[src/cfsr_pkg.sv]
// cfsr_pkg: shared types, constants and the CRC-8 helper for the command
// framer and status reporter. No dependencies.
`timescale 1ns / 1ps
`default_nettype none

package cfsr_pkg;

  localparam int BYTE_W       = 8;
  localparam int ELAPSED_W    = 16;
  localparam int POS_W        = 32;
  localparam int INTERVAL_W   = 20;
  localparam int COUNT_W      = 32;
  localparam int CFG_DATA_W   = 20;
  localparam int CFG_INDEX_W  = 1;

  localparam int STATUS_BYTES = 24;
  localparam int STAT_IDX_W   = 5;
  localparam int MAX_REPLAY   = 24;

  localparam logic [BYTE_W-1:0]     CRC_POLY          = 8'h07;
  localparam logic [INTERVAL_W-1:0] INTERVAL_RESET    = 20'd10000;
  localparam logic [BYTE_W-1:0]     VERSION_RESET     = 8'd23;

  // item kinds
  localparam logic KIND_BYTE = 1'b0;
  localparam logic KIND_TICK = 1'b1;

  // out_kind codes
  localparam logic OUT_COMMAND = 1'b0;
  localparam logic OUT_STATUS  = 1'b1;

  // status byte codes
  localparam logic [BYTE_W-1:0] STAT_IDLE      = 8'd0;
  localparam logic [BYTE_W-1:0] STAT_MOVING    = 8'd1;
  localparam logic [BYTE_W-1:0] STAT_CRC_ERROR = 8'd2;

  typedef enum logic [CFG_INDEX_W-1:0] {
    REG_REPORT_INTERVAL  = 1'b0,
    REG_FIRMWARE_VERSION = 1'b1
  } cfg_reg_t;

  typedef struct packed {
    logic              out_kind;
    logic [BYTE_W-1:0] out_byte;
    logic              out_last;
  } out_item_t;

  // CRC-8, MSB first, no reflection, no final xor
  function automatic logic [BYTE_W-1:0] crc8_step(input logic [BYTE_W-1:0] crc,
                                                  input logic [BYTE_W-1:0] b);
    logic [BYTE_W-1:0] v;
    v = crc ^ b;
    for (int i = 0; i < BYTE_W; i++) begin
      v = v[BYTE_W-1] ? ((v << 1) ^ CRC_POLY) : (v << 1);
    end
    return v;
  endfunction

endpackage

`default_nettype wire

[src/cfsr_if.sv]
// cfsr_if: valid/ready stream interfaces for input items and result items.
// Depends on cfsr_pkg for field widths.
`timescale 1ns / 1ps
`default_nettype none

interface cfsr_in_if;
  logic                                  valid;
  logic                                  ready;
  logic                                  kind;
  logic        [cfsr_pkg::BYTE_W-1:0]    rx_byte;
  logic        [cfsr_pkg::ELAPSED_W-1:0] elapsed_us;
  logic                                  motion_active;
  logic signed [cfsr_pkg::POS_W-1:0]     x_pos;
  logic signed [cfsr_pkg::POS_W-1:0]     y_pos;
  logic signed [cfsr_pkg::POS_W-1:0]     z_pos;
  logic signed [cfsr_pkg::POS_W-1:0]     w_pos;
  logic                                  joystick_pressed;

  modport source (output valid, kind, rx_byte, elapsed_us, motion_active,
                  x_pos, y_pos, z_pos, w_pos, joystick_pressed,
                  input ready);
  modport sink   (input valid, kind, rx_byte, elapsed_us, motion_active,
                  x_pos, y_pos, z_pos, w_pos, joystick_pressed,
                  output ready);
endinterface

interface cfsr_out_if;
  logic                          valid;
  logic                          ready;
  logic                          out_kind;
  logic [cfsr_pkg::BYTE_W-1:0]   out_byte;
  logic                          out_last;

  modport source (output valid, out_kind, out_byte, out_last, input ready);
  modport sink   (input valid, out_kind, out_byte, out_last, output ready);
endinterface

`default_nettype wire

[src/crc8_command_framer_and_status_reporter.sv]
// Top level of the host-link command framer and status reporter.
// Depends on cfsr_pkg, cfsr_if, cfsr_frame_ram and cfsr_out_stage.
`timescale 1ns / 1ps
`default_nettype none

// Host bytes (kind 0) fill a FRAME_BYTES command frame held in a small
// synchronous RAM; the last byte is a CRC-8 (poly 0x07, init 0) over the rest,
// accumulated as the frame fills. A good frame is replayed from the RAM,
// without its CRC, as min(FRAME_BYTES-1, 24) command items; each replayed
// byte goes through a RAM read state, then an output load state, as the RAM
// read is registered. A bad frame is not replayed; it sets the error flag.
// A report tick (kind 1) adds elapsed_us to a saturating 32-bit counter; when
// it reaches report_interval_us, or motion_active just fell, a 24-byte status
// frame is sent at one byte per cycle, its CRC built serially as the bytes go
// out. Output backpressure stretches both runs. cmd_in.ready is high only
// between runs, so an item with results occupies the block for its whole run;
// the last result may still sit in the output register when the next item is
// taken. Configuration writes are taken at any time but belong between items.

module crc8_command_framer_and_status_reporter #(
  parameter int FRAME_BYTES = 8
) (
  input  wire                                   clk,
  input  wire                                   rst,
  input  wire                                   cfg_write,
  input  wire  [cfsr_pkg::CFG_INDEX_W-1:0]      cfg_index,
  input  wire  [cfsr_pkg::CFG_DATA_W-1:0]       cfg_data,
  cfsr_in_if.sink                               cmd_in,
  cfsr_out_if.source                            rsp_out
);

  localparam int AW         = $clog2(FRAME_BYTES);
  localparam int REPLAY_CNT = (FRAME_BYTES - 1 > cfsr_pkg::MAX_REPLAY) ?
                              cfsr_pkg::MAX_REPLAY : FRAME_BYTES - 1;
  localparam logic [AW-1:0] LAST_WIDX  = AW'(FRAME_BYTES - 1);
  localparam logic [AW-1:0] LAST_REPLY = AW'(REPLAY_CNT - 1);
  localparam logic [cfsr_pkg::STAT_IDX_W-1:0] LAST_STAT =
    cfsr_pkg::STAT_IDX_W'(cfsr_pkg::STATUS_BYTES - 1);

  typedef enum logic [3:0] {
    ST_IDLE   = 4'b0001,
    ST_RD     = 4'b0010,
    ST_REPLAY = 4'b0100,
    ST_STATUS = 4'b1000
  } state_t;

  state_t state;

  // configuration
  logic [cfsr_pkg::INTERVAL_W-1:0] report_interval_us;
  logic [cfsr_pkg::BYTE_W-1:0]     firmware_version;

  always_ff @(posedge clk) begin
    if (rst) begin
      report_interval_us <= cfsr_pkg::INTERVAL_RESET;
      firmware_version   <= cfsr_pkg::VERSION_RESET;
    end else if (cfg_write) begin
      unique case (cfsr_pkg::cfg_reg_t'(cfg_index))
        cfsr_pkg::REG_REPORT_INTERVAL:  report_interval_us <= cfg_data;
        cfsr_pkg::REG_FIRMWARE_VERSION: firmware_version   <=
                                          cfg_data[cfsr_pkg::BYTE_W-1:0];
      endcase
    end
  end

  // framer state
  logic [AW-1:0]                write_index;
  logic [cfsr_pkg::BYTE_W-1:0]  running_crc;
  logic [cfsr_pkg::BYTE_W-1:0]  first_byte;
  logic [cfsr_pkg::BYTE_W-1:0]  last_command_id;
  logic                         crc_error_flag;
  logic                         was_moving;
  logic [cfsr_pkg::COUNT_W-1:0] since_report_us;

  // run state
  logic [AW-1:0]                    replay_idx;
  logic [cfsr_pkg::STAT_IDX_W-1:0]  stat_idx;
  logic [cfsr_pkg::BYTE_W-1:0]      stat_crc;
  logic [cfsr_pkg::BYTE_W-1:0]      stat_code;
  logic                             joy_q;
  logic [cfsr_pkg::POS_W-1:0]       x_q, y_q, z_q, w_q;

  logic accept;
  logic is_byte, is_tick;
  logic frame_done;
  logic crc_ok;
  logic can_push;
  logic push;
  cfsr_pkg::out_item_t push_item;

  assign cmd_in.ready = (state == ST_IDLE);
  assign accept       = cmd_in.valid && cmd_in.ready;
  assign is_byte      = accept && (cmd_in.kind == cfsr_pkg::KIND_BYTE);
  assign is_tick      = accept && (cmd_in.kind == cfsr_pkg::KIND_TICK);
  assign frame_done   = (write_index == LAST_WIDX);
  assign crc_ok       = (running_crc == cmd_in.rx_byte);

  // report counter: saturating add and compare
  logic [cfsr_pkg::COUNT_W:0]   sum_wide;
  logic [cfsr_pkg::COUNT_W-1:0] sum_sat;
  logic                         falling;
  logic                         fire;

  assign sum_wide = {1'b0, since_report_us} +
                    (cfsr_pkg::COUNT_W+1)'(cmd_in.elapsed_us);
  assign sum_sat  = sum_wide[cfsr_pkg::COUNT_W] ? '1 : sum_wide[cfsr_pkg::COUNT_W-1:0];
  assign falling  = was_moving && !cmd_in.motion_active;
  assign fire     = (sum_sat >= cfsr_pkg::COUNT_W'(report_interval_us)) || falling;

  // frame RAM
  logic                        ram_re;
  logic [cfsr_pkg::BYTE_W-1:0] ram_q;

  assign ram_re = (state == ST_RD);

  cfsr_frame_ram #(.DEPTH(FRAME_BYTES)) u_ram (
    .clk   (clk),
    .we    (is_byte),
    .waddr (write_index),
    .wdata (cmd_in.rx_byte),
    .re    (ram_re),
    .raddr (replay_idx),
    .rdata (ram_q)
  );

  // status frame byte select
  logic [cfsr_pkg::BYTE_W-1:0] stat_bytes [cfsr_pkg::STATUS_BYTES];
  logic [cfsr_pkg::BYTE_W-1:0] stat_byte;

  always_comb begin
    for (int i = 0; i < cfsr_pkg::STATUS_BYTES; i++) begin
      stat_bytes[i] = '0;
    end
    stat_bytes[0]  = last_command_id;
    stat_bytes[1]  = stat_code;
    for (int k = 0; k < 4; k++) begin
      stat_bytes[2 + k]  = x_q[31 - 8*k -: 8];
      stat_bytes[6 + k]  = y_q[31 - 8*k -: 8];
      stat_bytes[10 + k] = z_q[31 - 8*k -: 8];
      stat_bytes[14 + k] = w_q[31 - 8*k -: 8];
    end
    stat_bytes[18] = {7'd0, joy_q};
    stat_bytes[22] = firmware_version;
    stat_bytes[23] = stat_crc;
  end

  assign stat_byte = stat_bytes[stat_idx];

  // result selection
  always_comb begin
    push      = 1'b0;
    push_item = '{out_kind: cfsr_pkg::OUT_COMMAND, out_byte: ram_q,
                  out_last: (replay_idx == LAST_REPLY)};
    if (state == ST_REPLAY) begin
      push = 1'b1;
    end else if (state == ST_STATUS) begin
      push      = 1'b1;
      push_item = '{out_kind: cfsr_pkg::OUT_STATUS, out_byte: stat_byte,
                    out_last: (stat_idx == LAST_STAT)};
    end
  end

  cfsr_out_stage u_out (
    .clk       (clk),
    .rst       (rst),
    .push      (push),
    .push_item (push_item),
    .can_push  (can_push),
    .rsp       (rsp_out)
  );

  // control
  always_ff @(posedge clk) begin
    if (rst) begin
      state           <= ST_IDLE;
      write_index     <= '0;
      running_crc     <= '0;
      last_command_id <= '0;
      crc_error_flag  <= 1'b0;
      was_moving      <= 1'b0;
      since_report_us <= '0;
      replay_idx      <= '0;
      stat_idx        <= '0;
      stat_crc        <= '0;
    end else begin
      unique case (state)
        ST_IDLE: begin
          if (is_byte) begin
            if (!frame_done) begin
              running_crc <= cfsr_pkg::crc8_step(
                               (write_index == '0) ? '0 : running_crc, cmd_in.rx_byte);
              write_index <= write_index + 1'b1;
            end else begin
              write_index     <= '0;
              running_crc     <= '0;
              last_command_id <= first_byte;
              crc_error_flag  <= !crc_ok;
              replay_idx      <= '0;
              if (crc_ok) begin
                state <= ST_RD;
              end
            end
          end else if (is_tick) begin
            was_moving      <= cmd_in.motion_active;
            since_report_us <= fire ? '0 : sum_sat;
            stat_idx        <= '0;
            stat_crc        <= '0;
            if (fire) begin
              state <= ST_STATUS;
            end
          end
        end
        ST_RD: begin
          state <= ST_REPLAY;
        end
        ST_REPLAY: begin
          if (can_push) begin
            replay_idx <= replay_idx + 1'b1;
            state      <= (replay_idx == LAST_REPLY) ? ST_IDLE : ST_RD;
          end
        end
        ST_STATUS: begin
          if (can_push) begin
            stat_crc <= cfsr_pkg::crc8_step(stat_crc, stat_byte);
            stat_idx <= stat_idx + 1'b1;
            if (stat_idx == LAST_STAT) begin
              state <= ST_IDLE;
            end
          end
        end
        default: state <= ST_IDLE;
      endcase
    end
  end

  // payload captures
  always_ff @(posedge clk) begin
    if (is_byte && write_index == '0) begin
      first_byte <= cmd_in.rx_byte;
    end
    if (is_tick) begin
      x_q   <= cmd_in.x_pos;
      y_q   <= cmd_in.y_pos;
      z_q   <= cmd_in.z_pos;
      w_q   <= cmd_in.w_pos;
      joy_q <= cmd_in.joystick_pressed;
      stat_code <= crc_error_flag       ? cfsr_pkg::STAT_CRC_ERROR :
                   cmd_in.motion_active ? cfsr_pkg::STAT_MOVING : cfsr_pkg::STAT_IDLE;
    end
  end

endmodule

`default_nettype wire

[src/cfsr_frame_ram.sv]
// cfsr_frame_ram: command frame store, one write port and one registered
// read port. Depends on cfsr_pkg.
`timescale 1ns / 1ps
`default_nettype none

module cfsr_frame_ram #(
  parameter int DEPTH = 8,
  localparam int AW = $clog2(DEPTH)
) (
  input  wire                          clk,
  input  wire                          we,
  input  wire  [AW-1:0]                waddr,
  input  wire  [cfsr_pkg::BYTE_W-1:0] wdata,
  input  wire                          re,
  input  wire  [AW-1:0]                raddr,
  output logic [cfsr_pkg::BYTE_W-1:0] rdata
);

  logic [cfsr_pkg::BYTE_W-1:0] mem [DEPTH];

  always_ff @(posedge clk) begin
    if (we) begin
      mem[waddr] <= wdata;
    end
  end

  always_ff @(posedge clk) begin
    if (re) begin
      rdata <= mem[raddr];
    end
  end

endmodule

`default_nettype wire

[src/cfsr_out_stage.sv]
// cfsr_out_stage: one-entry output register between the framer and the
// result channel. Depends on cfsr_pkg and cfsr_out_if.
`timescale 1ns / 1ps
`default_nettype none

module cfsr_out_stage (
  input  wire                  clk,
  input  wire                  rst,
  input  wire                  push,
  input  cfsr_pkg::out_item_t  push_item,
  output logic                 can_push,
  cfsr_out_if.source           rsp
);

  logic                valid;
  cfsr_pkg::out_item_t item;

  assign can_push = !valid || rsp.ready;

  always_ff @(posedge clk) begin
    if (rst) begin
      valid <= 1'b0;
    end else if (can_push) begin
      valid <= push;
    end
  end

  always_ff @(posedge clk) begin
    if (can_push && push) begin
      item <= push_item;
    end
  end

  assign rsp.valid    = valid;
  assign rsp.out_kind = item.out_kind;
  assign rsp.out_byte = item.out_byte;
  assign rsp.out_last = item.out_last;

endmodule

`default_nettype wire

[src/flat_wrapper.sv]
// flat-port wrapper written by rule: the top's interface ports become plain ports
module crc8_command_framer_and_status_reporter_flat 
#(
  parameter int FRAME_BYTES = 8
)
  (clk, rst, cfg_write, cfg_index, cfg_data, cmd_in_valid, cmd_in_kind, cmd_in_rx_byte, cmd_in_elapsed_us, cmd_in_motion_active, cmd_in_x_pos, cmd_in_y_pos, cmd_in_z_pos, cmd_in_w_pos, cmd_in_joystick_pressed, cmd_in_ready, rsp_out_valid, rsp_out_out_kind, rsp_out_out_byte, rsp_out_out_last, rsp_out_ready);
  cfsr_in_if cmd_in_i ();
  cfsr_out_if rsp_out_i ();
  input  wire clk;
  input  wire rst;
  input  wire cfg_write;
  input  wire  [cfsr_pkg::CFG_INDEX_W-1:0] cfg_index;
  input  wire  [cfsr_pkg::CFG_DATA_W-1:0] cfg_data;
  input wire logic [$bits(cmd_in_i.valid)-1:0] cmd_in_valid;
  input wire logic [$bits(cmd_in_i.kind)-1:0] cmd_in_kind;
  input wire logic [$bits(cmd_in_i.rx_byte)-1:0] cmd_in_rx_byte;
  input wire logic [$bits(cmd_in_i.elapsed_us)-1:0] cmd_in_elapsed_us;
  input wire logic [$bits(cmd_in_i.motion_active)-1:0] cmd_in_motion_active;
  input wire logic [$bits(cmd_in_i.x_pos)-1:0] cmd_in_x_pos;
  input wire logic [$bits(cmd_in_i.y_pos)-1:0] cmd_in_y_pos;
  input wire logic [$bits(cmd_in_i.z_pos)-1:0] cmd_in_z_pos;
  input wire logic [$bits(cmd_in_i.w_pos)-1:0] cmd_in_w_pos;
  input wire logic [$bits(cmd_in_i.joystick_pressed)-1:0] cmd_in_joystick_pressed;
  output wire logic [$bits(cmd_in_i.ready)-1:0] cmd_in_ready;
  output wire logic [$bits(rsp_out_i.valid)-1:0] rsp_out_valid;
  output wire logic [$bits(rsp_out_i.out_kind)-1:0] rsp_out_out_kind;
  output wire logic [$bits(rsp_out_i.out_byte)-1:0] rsp_out_out_byte;
  output wire logic [$bits(rsp_out_i.out_last)-1:0] rsp_out_out_last;
  input wire logic [$bits(rsp_out_i.ready)-1:0] rsp_out_ready;
  assign cmd_in_i.valid = cmd_in_valid;
  assign cmd_in_i.kind = cmd_in_kind;
  assign cmd_in_i.rx_byte = cmd_in_rx_byte;
  assign cmd_in_i.elapsed_us = cmd_in_elapsed_us;
  assign cmd_in_i.motion_active = cmd_in_motion_active;
  assign cmd_in_i.x_pos = cmd_in_x_pos;
  assign cmd_in_i.y_pos = cmd_in_y_pos;
  assign cmd_in_i.z_pos = cmd_in_z_pos;
  assign cmd_in_i.w_pos = cmd_in_w_pos;
  assign cmd_in_i.joystick_pressed = cmd_in_joystick_pressed;
  assign cmd_in_ready = cmd_in_i.ready;
  assign rsp_out_valid = rsp_out_i.valid;
  assign rsp_out_out_kind = rsp_out_i.out_kind;
  assign rsp_out_out_byte = rsp_out_i.out_byte;
  assign rsp_out_out_last = rsp_out_i.out_last;
  assign rsp_out_i.ready = rsp_out_ready;
  crc8_command_framer_and_status_reporter #(.FRAME_BYTES(FRAME_BYTES)) u_core (.clk(clk), .rst(rst), .cfg_write(cfg_write), .cfg_index(cfg_index), .cfg_data(cfg_data), .cmd_in(cmd_in_i), .rsp_out(rsp_out_i));
endmodule
[config.mk]
export PLATFORM = sky130hd
export DESIGN_NAME = crc8_command_framer_and_status_reporter_flat
export DESIGN_NICKNAME = d
export VERILOG_FILES = /design/src/cfsr_pkg.sv /design/src/cfsr_if.sv /design/src/crc8_command_framer_and_status_reporter.sv /design/src/cfsr_frame_ram.sv /design/src/cfsr_out_stage.sv /design/src/flat_wrapper.sv
export SDC_FILE = /design/constraint.sdc
export NUM_CORES = 1
export LEC_CHECK = 0
export BUFFER_PORTS_ARGS = -buffer_cell sky130_fd_sc_hd__buf_4
export CAP_MARGIN = 5
export CORE_MARGIN = 10
export CORE_UTILIZATION = 35
export DETAILED_ROUTE_END_ITERATION = 16
export SLEW_MARGIN = 20
export SYNTH_ARGS = -nofsm -noshare
export SYNTH_HDL_FRONTEND = slang
export SYNTH_SLANG_ARGS = --single-unit
[constraint.sdc]
create_clock -name clk -period 5.42 [get_ports clk]
set_input_delay 1.084 -clock clk [delete_from_list [all_inputs] [get_ports clk]]
set_output_delay 1.084 -clock clk [all_outputs]
set_load 0.005 [all_outputs]
==> summary.txt, run 1 <==
Run status
  • Status: finished clean

Clocking
  • Clock Pin Slew Worst Setup and Hold Paths: roughly 0.06 ns
  • Root buffer cell: clkbuf_16
  • CTS tree: built
  • Clock Path Buffers: 3
  • H-tree depth: 2
  • Setup bufs post-CTS: 0
  • Clock insertion delay at the later pin of the skew report: around 0.56 ns
  • Post_cts resized: 0
  • CTS Sinks: ~320
  • Hold buffer count at CTS: 0
  • CTS Buf Count: 37

Timing
  • Max transition margin: between 30% and 40%
  • RSZ-0062 raised after global routing: false
  • Final Setup Violations: 0
  • Final WS setup: approximately 0.52 ns
  • Final Hold Viols: 0
  • Final period utilization: about 90%
  • Worst hold slack: ~0.46 ns
  • Worst-margin pin slew: between 1 and 1.5 ns
  • Worst Skew: approximately 0.023 ns
  • Final Slew Violations: 0
  • Fmax: 204 MHz
  • Fin crit period: approximately 5 ns

Global routing
  • Overflow after GRT: 0
  • Largest net degree at the start of global routing: about 100
  • First-pass GRT wire length: between 50000 and 60000 um
  • Total GRT Usage: roughly 15%
  • Vias in the first global route: 10100
  • Antenna violations before repair: 4

Synthesis
  • Mean post-synth cell area: between 10 and 15 um2
  • FF+latch count, synth: 323
  • Synthesized cell area: between 10000 and 15000 um2
  • EDFF count, synth: 221
  • Ys flop type: edfxtp_1
  • Post-synthesis async set-or-reset flop share: 0%
  • Mapped Cells: approximately 1100
  • Distinct cell type count after synthesis: 73
  • Register area share after synthesis: slightly below 60%
  • YS warnings: 0
  • Post-Syn Nets: about 1400

Cells and area
  • Share of cells above drive strength 1: around 25%
  • Filler Cells Inserted: between 3000 and 4000
  • Most frequent cells in the layout: edfxtp_1, buf_4, nand2_1
  • Nets: between 1500 and 2000
  • Area Overhead vs Synth: 22.0%
  • Most common cell after layout, fill and taps aside: edfxtp_1

Placed design
  • I/O Buffers: about 190
  • Pre-CTS setup slack: -0.0135 ns
  • RD Place Congestion: approximately 0.85
  • Detailed-placement wirelength estimate: roughly 28000 um

Floorplan
  • Core area: between 40000 and 50000 um2
  • Die Y: approximately 220 um
  • Starting density of the core: a little over a third
  • Ports: between 150 and 200
  • Row cnt: 74
  • Die area: a little over 50000 um2
  • Die extent in x: 225 um

Worst setup path
  • Worst path slowest cell: fa_1
  • Crit path launch type: primary input
  • CP max stage delay: between 0.4 and 0.5 ns
  • Worst Path Buf+Inv: 3
  • CP cell instances: buf_4 -> ha_1 -> fa_1 -> a21o_1 -> a221oi_1 -> o21ai_0 -> nand4_1 -> a211oi_1 -> nand2_1 -> buf_4 -> o21ai_0 -> ha_1 -> a21o_1 -> a21o_1 -> a21oi_1 -> o21ai_0 -> a21oi_1 -> o211ai_1 -> nor4_2 -> buf_4 -> a22o_1
  • Delay-heaviest family, CP: compound AO/OA/AOI/OAI gates
  • WP data arrival: between 5 and 6 ns
  • Setup slack, reg-to-reg: a little over 0.8 ns
  • Crit path capture type: register
  • WP data required: between 5 and 6 ns
  • Crit-path max FO: 20
  • CP Class: in2reg

Power
  • Worst VDD drop: between 200 and 300 uV
  • Power Density: between 300 and 400 nW/um2
  • Total Power: roughly 5.9 mW
  • Leakage: 6.65 nW

Detailed routing
  • Drt first pass iters: 5
  • Antenna Nets Post-Route: 0
  • Vias: around 9600
  • Routed length on met3: between 2000 and 2500 um
  • WL met1: ~16000 um
  • 1st-iter DRT viols: between 500 and 600
  • Number of vias per cell: 5.03
  • Routed WL per cell: 19.9 um
  • Highest metal used: met5
  • DRC violations left: 0
  • Metal2 WL: roughly 19000 um
  • Routed wire length: roughly 38000 um

Min path
  • Hold Path Class: reg2reg

Job
  • Number of max-cap violations: 0
[sequential cells by signal, summed over array words and instances (netlist names), 8 cells and up]
register,count
u_core.stat_crc,8
u_core.since_report_us,32
u_core.first_byte,8
u_core.u_ram.rdata,8
u_core.report_interval_us,20
u_core.u_ram.mem,64
u_core.z_q,32
u_core.running_crc,8
u_core.w_q,32
u_core.u_out.rsp.out_byte,8
u_core.x_q,32
u_core.last_command_id,8
u_core.firmware_version,8
u_core.y_q,32
[logic make-up (layout without fill, tap and decap cells)]
| family | count (synthesis) | count (layout) | share of synthesized area [%] |
|---|---|---|---|
| AOI/OAI and AO/OA | 201 | 201 | 9.35 |
| xor gates and xnor gates | 72 | 72 | 4.68 |
| adders and majority gates | 43 | 43 | 3.71 |
| buffers and inverters | 95 | 318 | 2.82 |
| DFF | 323 | 323 | 59.1 |
| muxes | 99 | 99 | 10.4 |
| other | 0 | 1 | 0 |
| and+or+nand+nor | 314 | 314 | 9.92 |
[routing by layer]
| layer | GRT usage (%) | vias to the layer above |
|---|---|---|
| li1 | - | 4648 |
| met1 | 18.4 | 4642 |
| met2 | 24.5 | 229 |
| met3 | 3.76 | 53 |
| met4 | 5.15 | 4 |
| met5 | 0 | - |
[worst min-delay path, delay by kind of cell (launching register included)]
kind,cells,cell delay [ns]
compound gates,1,0.05
flops,1,0.31
simple gates,1,0.05
[Yosys cell counts, drive strengths merged, types with 26 or more instances]
cell type | instances | share of area (%)
xor2 | 26 | 1.6
a21oi | 80 | 2.8
dfxtp | 102 | 14
xnor2 | 43 | 2.7
nor2 | 69 | 1.8
mux4 | 42 | 6.5
edfxtp | 221 | 45
ha | 42 | 3.6
clkbuf | 36 | 0.92
mux2i | 47 | 3.2
inv | 39 | 1.0
nand2 | 130 | 3.3
[power breakdown]
group	switching (mW)	leakage [nW]	internal, mW
Combinational	0.320	3.21	0.272
Clock	1.01	0.580	1.45
Sequential	0.0487	2.86	2.77
Total	1.38	6.65	4.50
[cell type report]
class / instances / area [um2] / area share, %
sequential: 323 / 8680 / 48.4
multi-input combinational: 729 / 5630 / 31.4
timing repair buffer: 211 / 1580 / 8.84
clock buffer: 54 / 1050 / 5.87
tap: 532 / 666 / 3.71
inverter: 40 / 155 / 0.866
clock inverter: 13 / 146 / 0.817
antenna: 1 / 2.50 / 0.0140
[path summary, 6_finish.rpt]
path         depth (start not counted)                      endpoint                         start
max                                 21     u_core.since_report_us[6]          cmd_in_elapsed_us[0]
min                                  2  u_core.report_interval_us[3]  u_core.report_interval_us[3]
max reg2reg                         20     u_core.since_report_us[6]     u_core.since_report_us[0]
min reg2reg                          2  u_core.report_interval_us[3]  u_core.report_interval_us[3]
[stage by stage]
| step | cell area (um2) | instances | util, % | setup TNS [ns] |
|---|---|---|---|---|
| after floorplan | 14700 | 1147 | - | 0 |
| after global placement | 16700 | 1835 | 40.6 | 0 |
| after detailed placement | 16700 | 1835 | 40.6 | -0.168 |
| after CTS | 17900 | 1902 | 43.5 | 0 |
| after global routing | 17900 | 1902 | 43.5 | 0 |
| final | 17900 | 1903 | 43.5 | 0 |
(Power assumes the default switching activity.)
==> inputs of run 2 (changes only) <==
ABC_AREA = 1   (was unset)
CAP_MARGIN = unset   (was 5)
HOLD_SLACK_MARGIN = 0.05   (was unset)
==> run 2 against run 1 <==
- worst setup slack better by 0.23 ns
- non-clock buffer count unchanged
- combinational power up 89%
- core utilization down 0.82 points
- area after synthesis up 6.0%
- sequential share of layout area down 2.4 points
- register-to-register slack better by 0.25 ns
- clock power down 2%
- global-route usage up 1.7 points
- sequential cell count unchanged
- count of clock-buffer cells in the layout down 2
- largest cell class unchanged
- largest power group unchanged
==> summary.txt, run 2 <==
Detailed routing
  • Routed WL per cell: 17.6 um (-11%)
  • Vias: 12600 (+32%)
  • WL met1: 20400 um (+27%)
  • Highest metal used: met4
  • Routed length on met3: 2610 um (+13%)
  • Metal2 WL: 21000 um (+13%)
  • Number of vias per cell: 4.92 (-2.3%)
  • 1st-iter DRT viols: 1023 (+86%)
  • Antenna Nets Post-Route: 0 (unchanged)
  • Routed wire length: 45200 um (+20%)
  • Drt first pass iters: 5 (unchanged)
  • DRC violations left: 0 (unchanged)

Worst setup path
  • Worst path slowest cell: fa_1
  • R2r endpoint: u_core.since_report_us[7]
  • Setup slack, reg-to-reg: 1.07 ns (+0.25 ns)
  • Delay-heaviest family, CP: simple AND/OR/NAND/NOR gates
  • CP startpoint: cmd_in_elapsed_us[0]
  • Crit path launch type: primary input
  • R2R cell count: 29 (+45%)
  • CP Class: in2reg
  • CP max stage delay: 0.41 ns (about the same)
  • Crit-path most repeated cell: nand2_1
  • FF-to-FF Start: u_core.since_report_us[0]
  • WP data arrival: 5.14 ns (-0.27 ns)
  • Crit-path max FO: 19 (-5.0%)
  • Worst Path Buf+Inv: 4 (+1)
  • WP data required: 5.88 ns (-0.05 ns)
  • Crit path capture type: register

Clocking
  • H-tree depth: 2 (unchanged)
  • Clock insertion delay at the later pin of the skew report: 0.55 ns (about the same)
  • Clock Pin Slew Worst Setup and Hold Paths: 0.06 ns (about the same)
  • Post_cts resized: 0 (unchanged)
  • Setup bufs post-CTS: 0 (unchanged)
  • Clock Path Buffers: 3 (unchanged)
  • Root buffer cell: clkbuf_16
  • Hold buffer count at CTS: 0 (unchanged)
  • CTS Sinks: 323 (unchanged)
  • CTS tree: built
  • CTS Buf Count: 37 (unchanged)

Synthesis
  • Mean post-synth cell area: 8.84 um2 (-31%)
  • Ys flop type: edfxtp_1
  • Synthesized cell area: 15600 um2 (+6.0%)
  • Mapped Cells: 1760 (+53%)
  • Leading area contributor after synthesis: edfxtp_1
  • Post-Syn Nets: 1984 (+45%)
  • Most common cell in the netlist: nand2_1
  • Distinct cell type count after synthesis: 44 (-40%)
  • YS warnings: 0 (unchanged)
  • Post-synthesis async set-or-reset flop share: 0% (unchanged)
  • FF+latch count, synth: 323 (unchanged)
  • Register area share after synthesis: 55.8% (-3.3 points)
  • Post-synth top cells: nand2_1, nor2_1, edfxtp_1, inv_1, o21ai_0
  • Top cells by area, synth: edfxtp_1, dfxtp_1, nand2_1
  • EDFF count, synth: 221 (unchanged)
  • Post-synth top area share: 42.6% (-2.5 points)

Power
  • Comb power frac: 17.2% (+7.1 points)
  • Switching Fraction: 27.7% (+4.2 points)
  • Sw power: 1.80 mW (+31%)
  • Worst VDD drop: 251 uV (-2.3%)
  • Internal Pwr Total: 4.71 mW (+4.8%)
  • Clk pwr share: 37.1% (-4.8 points)
  • Leakage: 7.73 nW (+16%)
  • Power Density: 346 nW/um2 (+5.6%)
  • Seq pwr share: 45.7% (-2.3 points)

Global routing
  • Vias in the first global route: 12300 (+22%)
  • First-pass GRT wire length: 69300 um (+20%)
  • Overflow after GRT: 0 (unchanged)
  • Largest net degree at the start of global routing: 80 (-22%)
  • Total GRT Usage: 16.5% (+1.7 points)
  • Antenna violations before repair: 0 (-4)

Min path
  • Hold EP: u_core.report_interval_us[16]
  • Hold Startpoint: u_core.report_interval_us[16]
  • Hold Path Class: reg2reg
  • WHS Path Cells: 2 (unchanged)

Job
  • Number of max-cap violations: 0 (unchanged)

Timing
  • Final Hold Viols: 0 (unchanged)
  • Worst Skew: 0.0168 ns (-0.00641 ns)
  • Final Setup Violations: 0 (unchanged)
  • Fmax: 214 MHz (+4.9%)
  • Final period utilization: 86.2% (-4.2 points)
  • Final Slew Violations: 0 (unchanged)
  • TNS Setup: 0 ns (unchanged)
  • RSZ-0062 raised after global routing: false
  • Max transition margin: 25.0% (-5.3 points)
  • Worst-margin pin slew: 1.12 ns (+0.0757 ns)
  • Fin crit period: 4.67 ns (-0.229 ns)

Cells and area
  • Most frequent cells in the layout: nand2_1, nor2_1, edfxtp_1
  • Diodes inserted: 0 (-1)
  • Most common cell after layout, fill and taps aside: nand2_1
  • Nets: 2174 (+39%)
  • Final std cell area, no fill: 18800 um2 (+5.1%)
  • Filler Cells Inserted: 4357 (+16%)
  • Share of cells above drive strength 1: 15.9% (-9.4 points)
  • Max FFs per register: 64 (unchanged)
  • Top reg by flops: u_core.u_ram.mem
  • Area Overhead vs Synth: 21.0%

Floorplan
  • Die area: 53300 um2 (+5.4%)
  • Die Y: 231 um (+2.7%)
  • Ports: 193 (unchanged)
  • Row cnt: 77 (+4.1%)
  • Die extent in x: 231 um (+2.7%)
  • Core area: 44100 um2 (+7.1%)
  • Starting density of the core: 35.3% (-0.38 points)

Placed design
  • I/O Buffers: 192 (unchanged)
  • RD Place Congestion: 0.894 (+5.4%)
  • Detailed-placement wirelength estimate: 32500 um (+18%)
  • Placed inst area: 17700 um2 (+5.7%)

Run status
  • Status: finished clean
## run 2: cell types whose count changed after synthesis, sizes merged, moves of 21 or more
cell   delta
nor3     +22
mux2i    -47
o21ai   +117
a21oi    +21
nor2    +170
nand2   +256
inv     +137
nand3    +94
mux4     -42
xnor2    -28
## run 2: cell families after synthesis
logic type | count (synthesis) | synth area share [%]
AO/OA/AOI/OAI | 307 | 10.8
AND/OR/NAND/NOR | 811 | 21.9
flip-flops | 323 | 55.8
XOR/XNOR | 36 | 2.03
buffers and inverters | 240 | 5.96
adder cells (fa/ha/maj) | 43 | 3.50
## run 2: power groups by stage
stage	Combinational [mW]	Clock [mW]	Sequential [mW]
after floorplan	0.754	0	3.01
after global placement	1.10	0	3.02
after detailed placement	1.12	0	3.03
after CTS	1.13	2.48	2.98
after global routing	1.27	2.58	3.00
final	1.12	2.42	2.98
## run 2: per-stage QoR
stage	util, %	instances	power (mW)	hold WS, ns	setup WS, ns
floorplan	-	1760	3.76	0.432	0.863
global placement	40.0	2503	4.13	0.453	0.307
detailed placement	40.0	2503	4.15	0.455	0.195
CTS	42.7	2570	6.58	0.462	0.779
global route	42.7	2570	6.84	0.474	0.230
finish	42.7	2570	6.52	0.460	0.747
## run 2: worst max-delay path by stage
stage | to | slack [ns] | cells past startpoint
finish | u_core.since_report_us[7] | 0.75 | 30
CTS | u_core.since_report_us[7] | 0.78 | 30
detailed placement | u_core.since_report_us[7] | 0.20 | 30
floorplan | u_core.since_report_us[18] | 0.86 | 30
global route | u_core.since_report_us[10] | 0.23 | 31
global placement | u_core.since_report_us[9] | 0.31 | 31
## run 2: layout make-up
| type | count | area (um2) | area share, % |
|---|---|---|---|
| repair buffers | 211 | 1580 | 8.41 |
| clock inverters | 15 | 119 | 0.631 |
| clock buffers | 52 | 1040 | 5.54 |
| inverters | 180 | 676 | 3.59 |
| flip-flops and latches | 323 | 8680 | 46.1 |
| multi-input cells | 1197 | 5990 | 31.8 |
| well taps | 592 | 741 | 3.93 |
## run 2: worst register-to-register path, delay by kind of cell, from the launching register on
family / cells / cell delay, ns
fa+ha+maj: 3 / 0.94
compound gates: 2 / 0.28
buf+inv: 3 / 0.55
flops: 1 / 0.33
simple gates: 21 / 2.18
## run 2: routing by layer
layer | GRT usage [%] | up-vias
li1 | - | 6303
met1 | 21.7 | 5884
met2 | 27.1 | 380
met3 | 2.80 | 70
met4 | 5.63 | 0
met5 | 0 | -
